**src/rtl/srv_pkg.sv**
```systemverilog
// Shared types, constants and helpers for the statistics record validator.
// No dependencies.
package srv_pkg;

   localparam int LenSat      = 93;
   localparam int HeaderBytes = 16;
   localparam int PayloadV1   = 24;
   localparam int PayloadV2   = 72;
   localparam int ChecksumLen = 4;
   localparam int LenV1       = HeaderBytes + PayloadV1 + ChecksumLen;
   localparam int LenV2       = HeaderBytes + PayloadV2 + ChecksumLen;
   localparam int CounterEnd  = HeaderBytes + PayloadV2;
   localparam int NumCounters = 9;
   localparam int BaseCounters = 3;
   localparam int PosWidth    = 7;

   typedef enum logic [2:0] {
      STATUS_OK           = 3'd0,
      STATUS_BAD_SIZE     = 3'd1,
      STATUS_BAD_MAGIC    = 3'd2,
      STATUS_BAD_VERSION  = 3'd3,
      STATUS_BAD_PAYLOAD  = 3'd4,
      STATUS_BAD_CHECKSUM = 3'd5
   } status_type;

   typedef struct packed {
      logic [7:0] byte_value;
      logic       last_byte;
   } item_type;

   typedef struct packed {
      status_type                       status;
      logic [1:0]                       record_version;
      logic [NumCounters-1:0][63:0]     counters;
   } result_type;

   // Magic "DST1", one byte per header position.
   function automatic logic [7:0] magic_byte(input logic [1:0] idx);
      logic [7:0] val;
      case (idx)
         2'd0:    val = 8'h44;
         2'd1:    val = 8'h53;
         2'd2:    val = 8'h54;
         default: val = 8'h31;
      endcase
      return val;
   endfunction

endpackage

```
**src/rtl/srv_channels.sv**
```systemverilog
// Valid/ready channel interfaces for record bytes and validation results.
// No dependencies.
interface srv_req_if;
   logic       valid;
   logic       ready;
   logic [7:0] byte_value;
   logic       last_byte;

   modport source (output valid, output byte_value, output last_byte, input ready);
   modport sink   (input valid, input byte_value, input last_byte, output ready);
endinterface

interface srv_rsp_if;
   logic        valid;
   logic        ready;
   logic [2:0]  status;
   logic [1:0]  record_version;
   logic [63:0] hit_count;
   logic [63:0] forward_count;
   logic [63:0] hit_time_sum;
   logic [63:0] wait_time_sum;
   logic [63:0] walked_node_sum;
   logic [63:0] store_count;
   logic [63:0] evict_scan_count;
   logic [63:0] evict_scan_time_sum;
   logic [63:0] evict_scan_node_sum;

   modport source (output valid, output status, output record_version,
                   output hit_count, output forward_count, output hit_time_sum,
                   output wait_time_sum, output walked_node_sum, output store_count,
                   output evict_scan_count, output evict_scan_time_sum,
                   output evict_scan_node_sum, input ready);
   modport sink   (input valid, input status, input record_version,
                   input hit_count, input forward_count, input hit_time_sum,
                   input wait_time_sum, input walked_node_sum, input store_count,
                   input evict_scan_count, input evict_scan_time_sum,
                   input evict_scan_node_sum, output ready);
endinterface

```
**src/rtl/srv_input_stage.sv**
```systemverilog
// Input register for record bytes.
// Depends on srv_pkg and srv_req_if.
module srv_input_stage (
   input  logic              clock,
   input  logic              reset,
   srv_req_if.sink           req_if,
   input  logic              advance,
   output srv_pkg::item_type item,
   output logic              item_valid
);

   srv_pkg::item_type item_ff;
   logic              valid_ff;
   logic              take;

   assign req_if.ready = !valid_ff || advance;
   assign take         = req_if.valid && req_if.ready;

   always_ff @(posedge clock) begin
      if (reset) begin
         valid_ff <= 1'b0;
      end else if (take) begin
         valid_ff <= 1'b1;
      end else if (advance) begin
         valid_ff <= 1'b0;
      end
   end

   always_ff @(posedge clock) begin
      if (take) begin
         item_ff <= '{byte_value: req_if.byte_value, last_byte: req_if.last_byte};
      end
   end

   assign item       = item_ff;
   assign item_valid = valid_ff;

endmodule

```
**src/rtl/srv_record_check.sv**
```systemverilog
// Record state, per-byte absorb, final checks and result register.
// Depends on srv_pkg and srv_rsp_if.
module srv_record_check (
   input  logic              clock,
   input  logic              reset,
   input  srv_pkg::item_type item,
   input  logic              item_valid,
   output logic              advance,
   srv_rsp_if.source         rsp_if
);

   localparam int PW = srv_pkg::PosWidth;
   localparam int NC = srv_pkg::NumCounters;

   logic [PW-1:0]         pos_ff, pos_in;
   logic [31:0]           sum_ff, sum_in;
   logic [31:0]           tail_ff, tail_in;
   logic                  magic_ff, magic_in;
   logic [31:0]           version_ff, version_in;
   logic [31:0]           payload_ff, payload_in;
   logic [NC-1:0][63:0]   counter_ff, counter_in;
   logic [PW-1:0]         k;
   logic [31:0]           want_payload;
   logic [PW-1:0]         want_len;
   logic [31:0]           tail_sum;
   srv_pkg::status_type   status;
   logic                  ok;
   srv_pkg::result_type   result_ff, result_in;
   logic                  out_valid_ff;

   assign advance = item_valid && (!item.last_byte || !out_valid_ff || rsp_if.ready);

   always_comb begin
      pos_in     = pos_ff;
      magic_in   = magic_ff;
      version_in = version_ff;
      payload_in = payload_ff;
      counter_in = counter_ff;
      k          = pos_ff - PW'(srv_pkg::HeaderBytes);
      if (pos_ff < PW'(srv_pkg::LenSat)) begin
         if (pos_ff < PW'(4)) begin
            if (item.byte_value != srv_pkg::magic_byte(pos_ff[1:0])) begin
               magic_in = 1'b0;
            end
         end else if (pos_ff < PW'(8)) begin
            version_in[{pos_ff[1:0], 3'b000} +: 8] = item.byte_value;
         end else if (pos_ff < PW'(12)) begin
            payload_in[{pos_ff[1:0], 3'b000} +: 8] = item.byte_value;
         end else if (pos_ff >= PW'(srv_pkg::HeaderBytes) &&
                      pos_ff < PW'(srv_pkg::CounterEnd)) begin
            for (int i = 0; i < NC; i++) begin
               if (k[PW-1:3] == (PW-3)'(i)) begin
                  counter_in[i][{k[2:0], 3'b000} +: 8] = item.byte_value;
               end
            end
         end
         pos_in = pos_ff + PW'(1);
      end
      sum_in  = sum_ff + 32'(item.byte_value);
      tail_in = {item.byte_value, tail_ff[31:8]};
   end

   always_comb begin
      want_payload = (version_in == 32'd1) ? 32'(srv_pkg::PayloadV1) : 32'(srv_pkg::PayloadV2);
      want_len     = (version_in == 32'd1) ? PW'(srv_pkg::LenV1) : PW'(srv_pkg::LenV2);
      tail_sum     = 32'(tail_in[7:0]) + 32'(tail_in[15:8])
                   + 32'(tail_in[23:16]) + 32'(tail_in[31:24]);
      if (pos_in != PW'(srv_pkg::LenV1) && pos_in != PW'(srv_pkg::LenV2)) begin
         status = srv_pkg::STATUS_BAD_SIZE;
      end else if (!magic_in) begin
         status = srv_pkg::STATUS_BAD_MAGIC;
      end else if (version_in == 32'd0 || version_in > 32'd2) begin
         status = srv_pkg::STATUS_BAD_VERSION;
      end else if (payload_in != want_payload || pos_in != want_len) begin
         status = srv_pkg::STATUS_BAD_PAYLOAD;
      end else if (tail_in != sum_in - tail_sum) begin
         status = srv_pkg::STATUS_BAD_CHECKSUM;
      end else begin
         status = srv_pkg::STATUS_OK;
      end
      ok = (status == srv_pkg::STATUS_OK);

      result_in.status         = status;
      result_in.record_version = ok ? version_in[1:0] : 2'd0;
      // Final byte never lands in a counter that an accepted record reports.
      for (int i = 0; i < NC; i++) begin
         result_in.counters[i] =
            (ok && (i < srv_pkg::BaseCounters || version_in == 32'd2)) ? counter_ff[i] : 64'd0;
      end
   end

   always_ff @(posedge clock) begin
      if (reset || (advance && item.last_byte)) begin
         pos_ff     <= '0;
         sum_ff     <= '0;
         tail_ff    <= '0;
         magic_ff   <= 1'b1;
         version_ff <= '0;
         payload_ff <= '0;
         counter_ff <= '0;
      end else if (advance) begin
         pos_ff     <= pos_in;
         sum_ff     <= sum_in;
         tail_ff    <= tail_in;
         magic_ff   <= magic_in;
         version_ff <= version_in;
         payload_ff <= payload_in;
         counter_ff <= counter_in;
      end
   end

   always_ff @(posedge clock) begin
      if (reset) begin
         out_valid_ff <= 1'b0;
      end else if (advance && item.last_byte) begin
         out_valid_ff <= 1'b1;
      end else if (rsp_if.ready) begin
         out_valid_ff <= 1'b0;
      end
   end

   always_ff @(posedge clock) begin
      if (advance && item.last_byte) begin
         result_ff <= result_in;
      end
   end

   assign rsp_if.valid               = out_valid_ff;
   assign rsp_if.status              = result_ff.status;
   assign rsp_if.record_version      = result_ff.record_version;
   assign rsp_if.hit_count           = result_ff.counters[0];
   assign rsp_if.forward_count       = result_ff.counters[1];
   assign rsp_if.hit_time_sum        = result_ff.counters[2];
   assign rsp_if.wait_time_sum       = result_ff.counters[3];
   assign rsp_if.walked_node_sum     = result_ff.counters[4];
   assign rsp_if.store_count         = result_ff.counters[5];
   assign rsp_if.evict_scan_count    = result_ff.counters[6];
   assign rsp_if.evict_scan_time_sum = result_ff.counters[7];
   assign rsp_if.evict_scan_node_sum = result_ff.counters[8];

endmodule

```
**src/rtl/stats_record_validator_core.sv**
```systemverilog
// Channel    Dir  Transfer
// req_if     in   one record byte, last_byte flags the final one
// rsp_if     out  status, version and nine counters, once per record
//
// One byte per cycle sustained while no held result stalls a final byte; input register then absorb/check logic.
// A final byte passes the input register, then its result is registered in the result register.
// Synchronous reset clears record state and both valid flags.
// A held result stalls only a final byte; bytes before it keep flowing, bytes behind it wait.
// Depends on srv_pkg, srv_channels, srv_input_stage, srv_record_check.
module stats_record_validator_core (
   input logic       clock,
   input logic       reset,
   srv_req_if.sink   req_if,
   srv_rsp_if.source rsp_if
);

   srv_pkg::item_type item;
   logic              item_valid;
   logic              advance;

   srv_input_stage u_input (
      .clock      (clock),
      .reset      (reset),
      .req_if     (req_if),
      .advance    (advance),
      .item       (item),
      .item_valid (item_valid)
   );

   srv_record_check u_check (
      .clock      (clock),
      .reset      (reset),
      .item       (item),
      .item_valid (item_valid),
      .advance    (advance),
      .rsp_if     (rsp_if)
   );

endmodule

```
**src/flat_wrapper.sv**
```systemverilog
// flat-port wrapper written by rule: the top's interface ports become plain ports
module stats_record_validator_core_flat 
  (clock, reset, req_if_valid, req_if_byte_value, req_if_last_byte, req_if_ready, rsp_if_valid, rsp_if_status, rsp_if_record_version, rsp_if_hit_count, rsp_if_forward_count, rsp_if_hit_time_sum, rsp_if_wait_time_sum, rsp_if_walked_node_sum, rsp_if_store_count, rsp_if_evict_scan_count, rsp_if_evict_scan_time_sum, rsp_if_evict_scan_node_sum, rsp_if_ready);
  srv_req_if req_if_i ();
  srv_rsp_if rsp_if_i ();
  input logic clock;
  input logic reset;
  input wire logic [$bits(req_if_i.valid)-1:0] req_if_valid;
  input wire logic [$bits(req_if_i.byte_value)-1:0] req_if_byte_value;
  input wire logic [$bits(req_if_i.last_byte)-1:0] req_if_last_byte;
  output wire logic [$bits(req_if_i.ready)-1:0] req_if_ready;
  output wire logic [$bits(rsp_if_i.valid)-1:0] rsp_if_valid;
  output wire logic [$bits(rsp_if_i.status)-1:0] rsp_if_status;
  output wire logic [$bits(rsp_if_i.record_version)-1:0] rsp_if_record_version;
  output wire logic [$bits(rsp_if_i.hit_count)-1:0] rsp_if_hit_count;
  output wire logic [$bits(rsp_if_i.forward_count)-1:0] rsp_if_forward_count;
  output wire logic [$bits(rsp_if_i.hit_time_sum)-1:0] rsp_if_hit_time_sum;
  output wire logic [$bits(rsp_if_i.wait_time_sum)-1:0] rsp_if_wait_time_sum;
  output wire logic [$bits(rsp_if_i.walked_node_sum)-1:0] rsp_if_walked_node_sum;
  output wire logic [$bits(rsp_if_i.store_count)-1:0] rsp_if_store_count;
  output wire logic [$bits(rsp_if_i.evict_scan_count)-1:0] rsp_if_evict_scan_count;
  output wire logic [$bits(rsp_if_i.evict_scan_time_sum)-1:0] rsp_if_evict_scan_time_sum;
  output wire logic [$bits(rsp_if_i.evict_scan_node_sum)-1:0] rsp_if_evict_scan_node_sum;
  input wire logic [$bits(rsp_if_i.ready)-1:0] rsp_if_ready;
  assign req_if_i.valid = req_if_valid;
  assign req_if_i.byte_value = req_if_byte_value;
  assign req_if_i.last_byte = req_if_last_byte;
  assign req_if_ready = req_if_i.ready;
  assign rsp_if_valid = rsp_if_i.valid;
  assign rsp_if_status = rsp_if_i.status;
  assign rsp_if_record_version = rsp_if_i.record_version;
  assign rsp_if_hit_count = rsp_if_i.hit_count;
  assign rsp_if_forward_count = rsp_if_i.forward_count;
  assign rsp_if_hit_time_sum = rsp_if_i.hit_time_sum;
  assign rsp_if_wait_time_sum = rsp_if_i.wait_time_sum;
  assign rsp_if_walked_node_sum = rsp_if_i.walked_node_sum;
  assign rsp_if_store_count = rsp_if_i.store_count;
  assign rsp_if_evict_scan_count = rsp_if_i.evict_scan_count;
  assign rsp_if_evict_scan_time_sum = rsp_if_i.evict_scan_time_sum;
  assign rsp_if_evict_scan_node_sum = rsp_if_i.evict_scan_node_sum;
  assign rsp_if_i.ready = rsp_if_ready;
  stats_record_validator_core u_core (.clock(clock), .reset(reset), .req_if(req_if_i), .rsp_if(rsp_if_i));
endmodule
```
**config.mk**
```make
export PLATFORM = sky130hd
export DESIGN_NAME = stats_record_validator_core_flat
export DESIGN_NICKNAME = d
export VERILOG_FILES = /design/src/rtl/srv_pkg.sv /design/src/rtl/srv_channels.sv /design/src/rtl/srv_input_stage.sv /design/src/rtl/srv_record_check.sv /design/src/rtl/stats_record_validator_core.sv /design/src/flat_wrapper.sv
export SDC_FILE = /design/constraint.sdc
export NUM_CORES = 2
export LEC_CHECK = 0
export ABC_AREA = 1
export BUFFER_PORTS_ARGS = -buffer_cell sky130_fd_sc_hd__buf_2
export CORE_ASPECT_RATIO = 0.9
export CORE_MARGIN = 5
export CORE_UTILIZATION = 42
export CTS_CLUSTER_DIAMETER = 100
export DETAILED_ROUTE_END_ITERATION = 12
export PLACE_DENSITY_LB_ADDON = 0.25
export SYNTH_ARGS = -nofsm -noshare
export SYNTH_HDL_FRONTEND = slang
export SYNTH_SLANG_ARGS = --single-unit
```
**constraint.sdc**
```tcl
create_clock -name clock -period 13.65 [get_ports clock]
set_input_delay 2.0475 -clock clock [delete_from_list [all_inputs] [get_ports clock]]
set_output_delay 2.0475 -clock clock [all_outputs]
set_load 0.01 [all_outputs]
```
==> metrics.cfg <==
[timing]
fin_crit_ns = 8.384
worstMarginPinSlew_ns = 1.170
finalMaxSlewViolations = 0
timing.hold.ws_ns = 0.4516
timing_hold_violations_final = 0
fin_crit_sh_pct = 61.42
setup_violations = 0
clock.fmax_mhz = 119.3
fin_tns_setup_ns = 0
rsz0062_at_grt = false
fin_worst_skew_ns = 0.02967
slew_headroom_pct = 21.97

[global_routing]
grt_use_total_pct = 23.92
grt_pass1_vias = 36760
grt_start_max_net_pins = 178
antenna_found_initial = 10
grt-ovfl-total = 0
grt_pass1_wl_um = 235800

[setup_path]
endpoint_kind = register
crit_path_start_kind = register
crit_type = register to register
cp_slowest_stage_delay_ns = 0.84
crit_family = buffers and inverters
cp_common_cell = nand2_1
crit_buf_inv = 5
path_max_fanout = 80
required_ns = 14.13
slowest_stage = buf_4
arrival_ns = 8.86

[routing]
ant_nets = 0
dr.pass1.iters = 5
drt_iter0_drc = 3711
vias = 39520
drcViolationCount = 0
detail_route.vias_per_cell = 5.071
wl_per_cell_um = 20.61
routed_wl_um = 160600

[clock_tree]
cts_buffer_depth = 3
clkLatencyLatePin_ns = 0.77
htreeDepth = 4
numClockSinks = 1296
clkSlewWorstSetupHoldPaths_ns = 0.06
cts.repair.resized = 0
cts-root-buf = clkbuf_16
cts_tree = yes
cts_setup_buffers = 0
cts_hold_buf = 0
numCtsBuffers = 137

[yosys]
synth-seq-area-share_pct = 61.69
yosysWarnings = 0
postSynthRegisterBits = 1296
synth_area_mm2 = 0.05163
syn_nets = 5645
postSynth.asyncResetShare_pct = 0
synth_top_area_share_pct = 34.31
avgSynthCellArea_um2 = 9.263
yosysMostFrequentCell = nor2_1
synth_edf_count = 590
synthDistinctLibCells = 39
netlist_top_cells_count = nor2_1, inv_1, dfxtp_1
synth_area_leaders = edfxtp_1, dfxtp_1, nor2_1, inv_1, o21ai_0
ys.flop_type = dfxtp_1
netlist_instances = 5574
synth_top_area_cell = edfxtp_1

[floorplan]
core-area_mm2 = 0.1226
dieArea_mm2 = 0.1301
fp.dieW_um = 379.6
pin_count = 596
rows = 122
die_h_um = 342.6
start_util_pct = 42.12

[finish]
drive_gt1_share_pct = 14.74
nNetsFinal = 6135
syn2layout_area_growth_pct = 17.07
stdcell_count = 7794

[outcome]
status = complete, no violations

[power_and_ir_drop]
leakage_nw = 24.36
powerDensity_mw_per_mm2 = 140.6
peakVddDrop_mv = 0.08608

[placed_design]
hpwl_um = 103600
place_congestion = 0.8802
port_buffers = 595
dp.cells = 7537

[run]
max_cap_violations = 0

[hold_path]
holdCritPathClass = register to register

==> layout by cell type (no fill, tap or decap), drive strengths merged, types with 2 or more instances in the layout <==
cell      Yosys  routed
and2          4       4
nand2       590     590
a211oi      257     257
inv         921     929
nand3b        7       7
nand4        18      18
bufinv        0       5
ha           34      34
xnor2        11      11
fa           24      24
or2           2       2
nand3       112     112
clkbuf      227     201
diode         0       3
nor2       1026    1026
buf          74     652
o21ai       449     449
dfxtp       706     706
xor2         26      26
o211ai       42      42
edfxtp      590     590
a21o          3       3
clkinv        3      36
nor4          5       5
o31ai         2       2
clkinvlp      0       7
nor3         22      22
nor3b         3       3
a21oi       413     413
==> flip-flops by register name, summed over array words and instances (netlist names), 24 cells and up <==
name                                       cells
u_core.u_check.counter_ff                    576
u_core.u_check.payload_ff                     32
u_core.u_check.rsp_if.evict_scan_count        64
u_core.u_check.rsp_if.evict_scan_node_sum     64
u_core.u_check.rsp_if.evict_scan_time_sum     64
u_core.u_check.rsp_if.forward_count           64
u_core.u_check.rsp_if.hit_count               64
u_core.u_check.rsp_if.hit_time_sum            64
u_core.u_check.rsp_if.store_count             64
u_core.u_check.rsp_if.wait_time_sum           64
u_core.u_check.rsp_if.walked_node_sum         64
u_core.u_check.sum_ff                         32
u_core.u_check.tail_ff                        24
u_core.u_check.version_ff                     32
==> cell type report <==
cell class / count / area (um^2)
inverter: 924 / 3480
tap: 1612 / 2017
clock inverter: 53 / 545.5
fill: 11420 / 62130
antenna: 3 / 7.507
clock buffer: 201 / 4009
sequential: 1296 / 31850
timing repair buffer: 652 / 3443
multi-input combinational: 3053 / 15090
==> metrics by stage <==
stage | area (um^2) | util (%) | worst slack, ns | power, mW
2_1_floorplan | 51630 | - | 2.029 | 4.639
3_3_place_gp | 55880 | 45.59 | 5.338 | 4.822
3_5_place_dp | 55880 | 45.59 | 5.273 | 4.822
4_1_cts | 60440 | 49.31 | 5.182 | 8.573
5_1_grt | 60440 | 49.31 | 4.742 | 8.806
6_report | 60450 | 49.31 | 5.266 | 8.498
==> metal layers <==
layer	GRT usage [%]	wire length [um]	vias to the layer above
li1	-	-	19050
met1	33.76	71090	18760
met2	37.38	72170	1461
met3	4.361	12280	249
met4	8.140	5114	0
met5	0	0	-
==> final timing paths <==
| kind | start | endpoint | slack (ns) | depth (start not counted) |
|---|---|---|---|---|
| hold reg to reg | u_core.u_check.counter_ff[8]$_SDFFE_PP0P_ | u_core.u_check.counter_ff[8]$_SDFFE_PP0P_ | 0.45 | 2 |
| hold / removal | u_core.u_check.counter_ff[8]$_SDFFE_PP0P_ | u_core.u_check.counter_ff[8]$_SDFFE_PP0P_ | 0.45 | 2 |
| setup / recovery | u_core.u_input.item[4]$_DFFE_PP_ | u_core.u_check.rsp_if.hit_time_sum[24]$_SDFFCE_PP0P_ | 5.27 | 27 |
| setup reg to reg | u_core.u_input.item[4]$_DFFE_PP_ | u_core.u_check.rsp_if.hit_time_sum[24]$_SDFFCE_PP0P_ | 5.27 | 27 |
==> report_power, final <==
group,internal (mW),switching [mW],total (mW)
logic,0.181,0.460,0.641
registers,4.08,0.0262,4.10
clock network,2.16,1.60,3.76
total,6.41,2.08,8.50
==> worst reg2reg max path, cell delays in order (launching register included) <==
cell	delay [ns]
edfxtp_1	0.76
buf_4	0.62
inv_1	0.46
fa_1	0.63
fa_1	0.45
fa_1	0.48
ha_1	0.39
nand2_1	0.08
nand2_1	0.07
nand2_1	0.11
nand2_1	0.06
nand2_1	0.06
nand2_1	0.05
nor2_1	0.29
inv_1	0.11
nor3_1	0.46
and2_1	0.23
nand3_1	0.08
nand2_1	0.08
nand2_1	0.06
nand3_1	0.09
nor2_1	0.05
nand3_1	0.07
nor2_2	0.07
nand3_4	0.55
buf_4	0.91
buf_4	0.68
nor2_1	0.15
==> cell families (layout without fill, tap and decap cells) <==
logic type	after synthesis	in the layout	synth area share (%)
AO/OA/AOI/OAI	1168	1168	12.81
XOR/XNOR	37	37	0.6276
adder cells (fa/ha/maj)	58	58	1.755
buffers and inverters	1225	1830	9.422
flip-flops	1296	1296	61.69
other	0	3	0
AND/OR/NAND/NOR	1790	1790	13.70
Note: power is estimated with default switching activity, not from simulation.
